[src/cfps_pkg.sv]
// Shared types and constants for the CO2 frame parser.
package cfps_pkg;

  localparam int FRAME_BYTES_DEF = 16;

  localparam logic [7:0] SYNC_A = 8'h42;
  localparam logic [7:0] SYNC_B = 8'h4D;

  localparam logic [15:0] SPIKE_LIMIT_RST = 16'd100;
  localparam logic [15:0] WARMUP_CODE_RST = 16'd511;

  localparam int CFG_IDX_W  = 1;
  localparam int CFG_DATA_W = 16;

  typedef enum logic [CFG_IDX_W-1:0] {
    CFG_SPIKE_LIMIT = 1'b0,
    CFG_WARMUP_CODE = 1'b1
  } cfg_idx_t;

  typedef enum logic [1:0] {
    ST_ACCEPT   = 2'd0,
    ST_SPIKE    = 2'd1,
    ST_NOTREADY = 2'd2,
    ST_BADHDR   = 2'd3
  } status_t;

  // One completed frame handed from the framer to the judge.
  typedef struct packed {
    logic        hdr_ok;
    logic [15:0] reading;
  } frame_evt_t;

endpackage

[src/cfps_framer.sv]
// Byte framer: position counter, resync detect, header and reading capture.
module cfps_framer import cfps_pkg::*; #(
  parameter int FRAME_BYTES = FRAME_BYTES_DEF
) (
  input  logic       clk,
  input  logic       rst,
  input  logic       in_valid,
  output logic       in_ready,
  input  logic [7:0] rx_byte,
  output logic       frm_valid,
  input  logic       frm_ready,
  output frame_evt_t frm
);

  localparam int POS_W = $clog2(FRAME_BYTES);
  localparam logic [POS_W-1:0] LAST_POS = POS_W'(FRAME_BYTES - 1);
  localparam logic [POS_W-1:0] POS_HI   = POS_W'(6);
  localparam logic [POS_W-1:0] POS_LO   = POS_W'(7);

  logic [POS_W-1:0] pos;
  logic [POS_W-1:0] pos_next;
  logic [7:0]       hdr0;
  logic [7:0]       hdr1;
  logic [7:0]       rd_hi;
  logic [7:0]       rd_lo;
  logic [7:0]       prev;
  logic             accept;
  logic             resync;
  logic             done;
  logic [7:0]       lo_eff;

  assign in_ready = !frm_valid || frm_ready;
  assign accept   = in_valid && in_ready;

  assign resync = (pos > POS_W'(1)) && (rx_byte == SYNC_B) && (prev == SYNC_A);
  assign done   = !resync && (pos == LAST_POS);
  // Short frames end on the low reading byte itself
  assign lo_eff = (pos == POS_LO) ? rx_byte : rd_lo;

  always_comb begin
    if (resync) begin
      pos_next = POS_W'(2);
    end else if (done) begin
      pos_next = '0;
    end else begin
      pos_next = pos + POS_W'(1);
    end
  end

  always_ff @(posedge clk) begin
    if (rst) begin
      pos       <= '0;
      frm_valid <= 1'b0;
    end else begin
      if (accept) begin
        pos <= pos_next;
      end
      if (accept && done) begin
        frm_valid <= 1'b1;
      end else if (frm_ready) begin
        frm_valid <= 1'b0;
      end
    end
  end

  always_ff @(posedge clk) begin
    if (accept) begin
      prev <= rx_byte;
      if (resync) begin
        hdr0 <= SYNC_A;
        hdr1 <= SYNC_B;
      end else begin
        if (pos == '0)        hdr0  <= rx_byte;
        if (pos == POS_W'(1)) hdr1  <= rx_byte;
        if (pos == POS_HI)    rd_hi <= rx_byte;
        if (pos == POS_LO)    rd_lo <= rx_byte;
      end
      if (done) begin
        frm.hdr_ok  <= (hdr0 == SYNC_A) && (hdr1 == SYNC_B);
        frm.reading <= {rd_hi, lo_eff};
      end
    end
  end

endmodule

[src/cfps_judge.sv]
// Frame judge: warm-up and spike checks, filter state, result register.
module cfps_judge import cfps_pkg::*; (
  input  logic                  clk,
  input  logic                  rst,
  input  logic                  cfg_we,
  input  logic [CFG_IDX_W-1:0]  cfg_index,
  input  logic [CFG_DATA_W-1:0] cfg_data,
  input  logic                  frm_valid,
  output logic                  frm_ready,
  input  frame_evt_t            frm,
  output logic                  out_valid,
  input  logic                  out_ready,
  output logic [1:0]            frame_status,
  output logic [15:0]           co2_reading
);

  logic [15:0] spike_limit;
  logic [15:0] warmup_code;
  logic [15:0] last_accepted;
  logic        ready_flag;
  logic [15:0] diff;
  logic        take;
  status_t     status;

  assign frm_ready = !out_valid || out_ready;
  assign take      = frm_valid && frm_ready;

  assign diff = (frm.reading >= last_accepted) ? (frm.reading - last_accepted)
                                               : (last_accepted - frm.reading);

  always_comb begin
    if (!frm.hdr_ok) begin
      status = ST_BADHDR;
    end else if (!ready_flag && (frm.reading == warmup_code)) begin
      status = ST_NOTREADY;
    end else if ((last_accepted == '0) || (diff < spike_limit)) begin
      status = ST_ACCEPT;
    end else begin
      status = ST_SPIKE;
    end
  end

  always_ff @(posedge clk) begin
    if (rst) begin
      spike_limit   <= SPIKE_LIMIT_RST;
      warmup_code   <= WARMUP_CODE_RST;
      last_accepted <= '0;
      ready_flag    <= 1'b0;
      out_valid     <= 1'b0;
    end else begin
      if (cfg_we) begin
        case (cfg_idx_t'(cfg_index))
          CFG_SPIKE_LIMIT: spike_limit <= cfg_data;
          CFG_WARMUP_CODE: warmup_code <= cfg_data;
          default: ;
        endcase
      end
      if (take && (status == ST_ACCEPT)) begin
        last_accepted <= frm.reading;
        ready_flag    <= 1'b1;
      end
      if (take) begin
        out_valid <= 1'b1;
      end else if (out_ready) begin
        out_valid <= 1'b0;
      end
    end
  end

  always_ff @(posedge clk) begin
    if (take) begin
      frame_status <= status;
      co2_reading  <= (status == ST_BADHDR) ? 16'd0 : frm.reading;
    end
  end

endmodule

[src/co2_frame_parser_with_spike_filter.sv]
// Top level of the CO2 sensor frame parser with spike filter.
//
//  channel  | handshake             | payload
//  ---------+-----------------------+-------------------------------
//  input    | in_valid / in_ready   | rx_byte[7:0]
//  output   | out_valid / out_ready | frame_status[1:0], co2_reading[15:0]
//  config   | cfg_we (no wait)      | cfg_index, cfg_data[15:0]
//
// One byte is taken per cycle while in_ready is high. The framer registers
// a finished frame when it takes its last byte; the judge registers the result
// when it takes that frame from the framer, which a stalled output can delay.
// rst (synchronous) clears the byte position, the filter history, the
// ready flag and both valid flags, and loads the register defaults.
// A stalled result holds the output register; the framer stage keeps
// taking bytes until its own frame slot is full and waiting.
module co2_frame_parser_with_spike_filter import cfps_pkg::*; #(
  parameter int FRAME_BYTES = FRAME_BYTES_DEF
) (
  input  logic                  clk,
  input  logic                  rst,
  input  logic                  in_valid,
  output logic                  in_ready,
  input  logic [7:0]            rx_byte,
  output logic                  out_valid,
  input  logic                  out_ready,
  output logic [1:0]            frame_status,
  output logic [15:0]           co2_reading,
  input  logic                  cfg_we,
  input  logic [CFG_IDX_W-1:0]  cfg_index,
  input  logic [CFG_DATA_W-1:0] cfg_data
);

  // framer -> judge transaction
  logic       frm_valid;
  logic       frm_ready;
  frame_evt_t frm;

  // Position tracking, 0x42 0x4D resync, capture of header and bytes 6/7
  cfps_framer #(
    .FRAME_BYTES (FRAME_BYTES)
  ) u_framer (
    .clk       (clk),
    .rst       (rst),
    .in_valid  (in_valid),
    .in_ready  (in_ready),
    .rx_byte   (rx_byte),
    .frm_valid (frm_valid),
    .frm_ready (frm_ready),
    .frm       (frm)
  );

  // Header verdict, warm-up test, spike filter and result register
  cfps_judge u_judge (
    .clk          (clk),
    .rst          (rst),
    .cfg_we       (cfg_we),
    .cfg_index    (cfg_index),
    .cfg_data     (cfg_data),
    .frm_valid    (frm_valid),
    .frm_ready    (frm_ready),
    .frm          (frm),
    .out_valid    (out_valid),
    .out_ready    (out_ready),
    .frame_status (frame_status),
    .co2_reading  (co2_reading)
  );

endmodule

[config.mk]
export PLATFORM = sky130hd
export DESIGN_NAME = co2_frame_parser_with_spike_filter
export DESIGN_NICKNAME = d
export VERILOG_FILES = /design/src/cfps_pkg.sv /design/src/cfps_framer.sv /design/src/cfps_judge.sv /design/src/co2_frame_parser_with_spike_filter.sv
export SDC_FILE = /design/constraint.sdc
export NUM_CORES = 1
export LEC_CHECK = 0
export ABC_AREA = 1
export BUFFER_PORTS_ARGS = -buffer_cell sky130_fd_sc_hd__buf_2
export CAP_MARGIN = 20
export CORE_MARGIN = 2
export CORE_UTILIZATION = 61
export DETAILED_ROUTE_END_ITERATION = 7
export PLACE_DENSITY = 0.83
export SYNTH_ARGS = -nofsm -noshare
export SYNTH_HDL_FRONTEND = slang
export SYNTH_HIERARCHICAL = 1
export SYNTH_SLANG_ARGS = --single-unit
[constraint.sdc]
create_clock -name clk -period 4.7 [get_ports clk]
set_clock_uncertainty 0.1 [all_clocks]
set_input_delay 0.705 -clock clk [delete_from_list [all_inputs] [get_ports clk]]
set_output_delay 0.705 -clock clk [all_outputs]
set_load 0.005 [all_outputs]
==> results.cfg <==
[status]
status = finished clean

[logic_synthesis]
synth_area_um2 = 7367
synth_area_leaders = edfxtp_1 (31%), dfxtp_1 (15%), nand2_1 (11%)
synth_nets = 992
synth_top_flop_cell = edfxtp_1
yosysWarnings = 6
ys_seq_elements = 130
avgSynthCellArea_um2 = 8.105
synth-async-reset-ratio_pct = 0
netlist_instances = 909
ys_types = 40
synth.top_cell.area_share_pct = 30.57
yosysTopAreaCell = edfxtp_1
yosysSeqAreaShare_pct = 45.52
synth-edff-count = 75

[global_routing]
grt_pass1_wl_mm = 27.33
antenna_found_initial = 0
grt_max_degree = 26
track_usage_pct = 27.07
grt.overflow.total = 0
grt_pass1_vias = 5826

[timing]
timing.final.max_slew_violations = 0
fin_hold_ws_ns = 0.3123
tns_ns = 0
fin_crit_ns = 4.326
slew_headroom_pct = 46.09
rsz0062_at_grt = no
setup_violations = 0
worstMarginPinSlew_ns = 0.8087
fmax_mhz = 231.2
fin_crit_sh_pct = 92.04
hold_viol_final = 0

[power]
leakagePower_nw = 3.912
switching_share_pct = 21.98
p_clk_share_pct = 49.6
p_sw_mw = 0.6039
seqPwrFrac_pct = 45.7
p_comb_share_pct = 4.7
p_int_mw = 2.144
peakVddDrop_mv = 0.4995
p_per_area_nw_per_um2 = 332.1

[floorplan]
die_w_um = 113.9
ioPinCount = 50
initial_core_util_pct = 61.85
die_area_um2 = 12970
core_area_um2 = 11910
rows = 40
die-height_um = 113.9

[layout]
final_cell_mix = nand2_1 (223), inv_1 (140), nor2_1 (102), edfxtp_1 (75), a21oi_1 (59)
nets = 1031
area_growth_pct = 12.33
multi_input_area_um2 = 3327
diodes = 0
drive_above_1_share_pct = 11.45
fillers = 934
final_core_util_pct = 69.47
layout_commonest_cell = nand2_1
seqCellArea_um2 = 3353

[drt]
vias_per_cell = 5.446
avgRoutedWirePerCell_um = 15.11
drc = 0
drt_iter0_drc = 460
final_antenna_net_count = 0
wirelength_mm = 16.75
routed-via-count = 6034
detailedRoute.firstPassIterationCount = 8

[clocking]
clkSinkCount = 130
clkLatencyLatePin_ns = 0.41
cts_made_buffers = 17
cts_tree = done
cts_hold_buf = 0
cts_max_level = 4
path_clk_slew_ns = 0.06
root_buffer = clkbuf_16
post_cts_buffers = 0
cts_max_path_buffers = 2

[critical_path]
crit_slowest_cell = edfxtp_1
crit_buf_inv = 5
worstSetupEndpointType = flop
cp_common_cell = nand2_1
cpPeakStageDelay_ns = 0.48
critPathMaxFanout = 18
path_cells = inv_1 > ha_1 > inv_1 > fa_1 > inv_1 > o21ai_1 > nand2_1 > o211ai_2 > nand2_1 > nand3_4 > inv_4 > nand2_1 > nand2_1 > inv_1 > ha_1 > a21oi_1 > o21ai_0 > a21oi_1 > nand2_1 > nand2_1 > nand3_1 > nand2_1 > nor2_1
required_ns = 4.91
crit_arrival_ns = 4.53
path_delay_family = simple AND/OR/NAND/NOR gates
cp-start-kind = flop
path_class = reg2reg

[placement]
io_buffer_count = 49
gp_congestion = 0.9410
dp.final_hpwl_mm = 11.90

[hold_path]
hp-class = reg2reg

[job]
cap_violations = 0
## metrics by stage
stage / cell area (µm²) / setup slack, ns / std cells / power [mW]
final: 8275 / 0.3741 / 1108 / 2.748
after global routing: 8275 / 0.004424 / 1108 / 2.838
after CTS: 8270 / 0.3758 / 1108 / 2.766
after detailed placement: 7651 / 0.4229 / 1076 / 1.404
after global placement: 7651 / 0.4633 / 1076 / 1.401
after floorplan: 7367 / 1.277 / 909 / 1.360
## cells in the mapped netlist (4+ instances only)
cell type  count
nand2_1      223
inv_1        140
nor2_1       102
edfxtp_1      75
a21oi_1       59
dfxtp_1       55
ha_1          51
nand3_1       43
o21ai_0       41
xor2_1        22
clkbuf_1      18
o211ai_1      13
nor4_1         6
o21ai_2        6
buf_2          5
nand2_2        4
nand4_1        4
nor2_2         4
## power by group through the flow
stage / clock network [mW] / registers [mW] / logic, mW
after floorplan: 0 / 1.27 / 0.0882
after global placement: 0 / 1.28 / 0.124
after detailed placement: 0 / 1.28 / 0.127
after CTS: 1.38 / 1.25 / 0.129
after global routing: 1.43 / 1.26 / 0.148
final: 1.36 / 1.26 / 0.129
## worst reg2reg max path, delay by kind of cell, from the launching register on
kind	cells	cell delay, ns
adders and majority gates	3	0.89
AOI/OAI and AO/OA	5	0.73
and+or+nand+nor	10	1.44
DFF	1	0.48
buffers and inverters	5	0.58
## layout make-up
cell class | count | share of cell area [%]
clock buffer | 19 | 5.352
tap | 147 | 2.223
timing repair buffer | 50 | 3.054
inverter | 143 | 6.516
clock inverter | 13 | 2.132
multi-input combinational | 606 | 40.20
sequential | 130 | 40.52
## layer usage
layer	track usage, %	wire (µm)
met5	0	0
met2	45.51	8094
met3	6.323	1006
met1	33.80	7165
met4	11.14	478
## flip-flops by register name, summed over array words and instances (netlist names), 2 cells and up
name	flops
u_framer/frm	17
u_framer/hdr0	8
u_framer/hdr1	8
u_framer/pos	4
u_framer/prev	8
u_framer/rd_hi	8
u_framer/rd_lo	8
u_judge/co2_reading	16
u_judge/frame_status	2
u_judge/last_accepted	16
u_judge/spike_limit	16
u_judge/warmup_code	16
## final timing paths
kind	start	to	slack, ns	depth (start not counted)
worst min register to register	u_framer/rd_hi[7]$_DFFE_PP_	u_framer/frm[15]$_DFFE_PP_	0.31	0
worst min-delay path	u_framer/rd_hi[7]$_DFFE_PP_	u_framer/frm[15]$_DFFE_PP_	0.31	0
worst max-delay path	u_framer/frm[0]$_DFFE_PP_	u_judge/last_accepted[3]$_SDFFE_PP0P_	0.37	23
worst max register to register	u_framer/frm[0]$_DFFE_PP_	u_judge/last_accepted[3]$_SDFFE_PP0P_	0.37	23
## timing repair
| action | 4_1_cts | 5_1_grt |
|---|---|---|
| hold endpoints to repair | 0 | 0 |
| endpoints found under the setup margin | 0 | 17 |
| gates resized for setup | 0 | 1 |
## logic make-up (layout without fill, tap and decap cells)
family                   Yosys count  after routing  share of synthesized area [%]
AO/OA/AOI/OAI                    129            129                          9.901
XOR/XNOR                          24             24                          2.853
adder cells (fa/ha/maj)           53             53                          9.205
buffers and inverters            173            225                          9.392
flip-flops                       130            130                          45.52
multiplexers                       3              3                         0.6114
AND/OR/NAND/NOR                  397            397                          22.52
No activity file was read; power rests on OpenSTA's default activity.
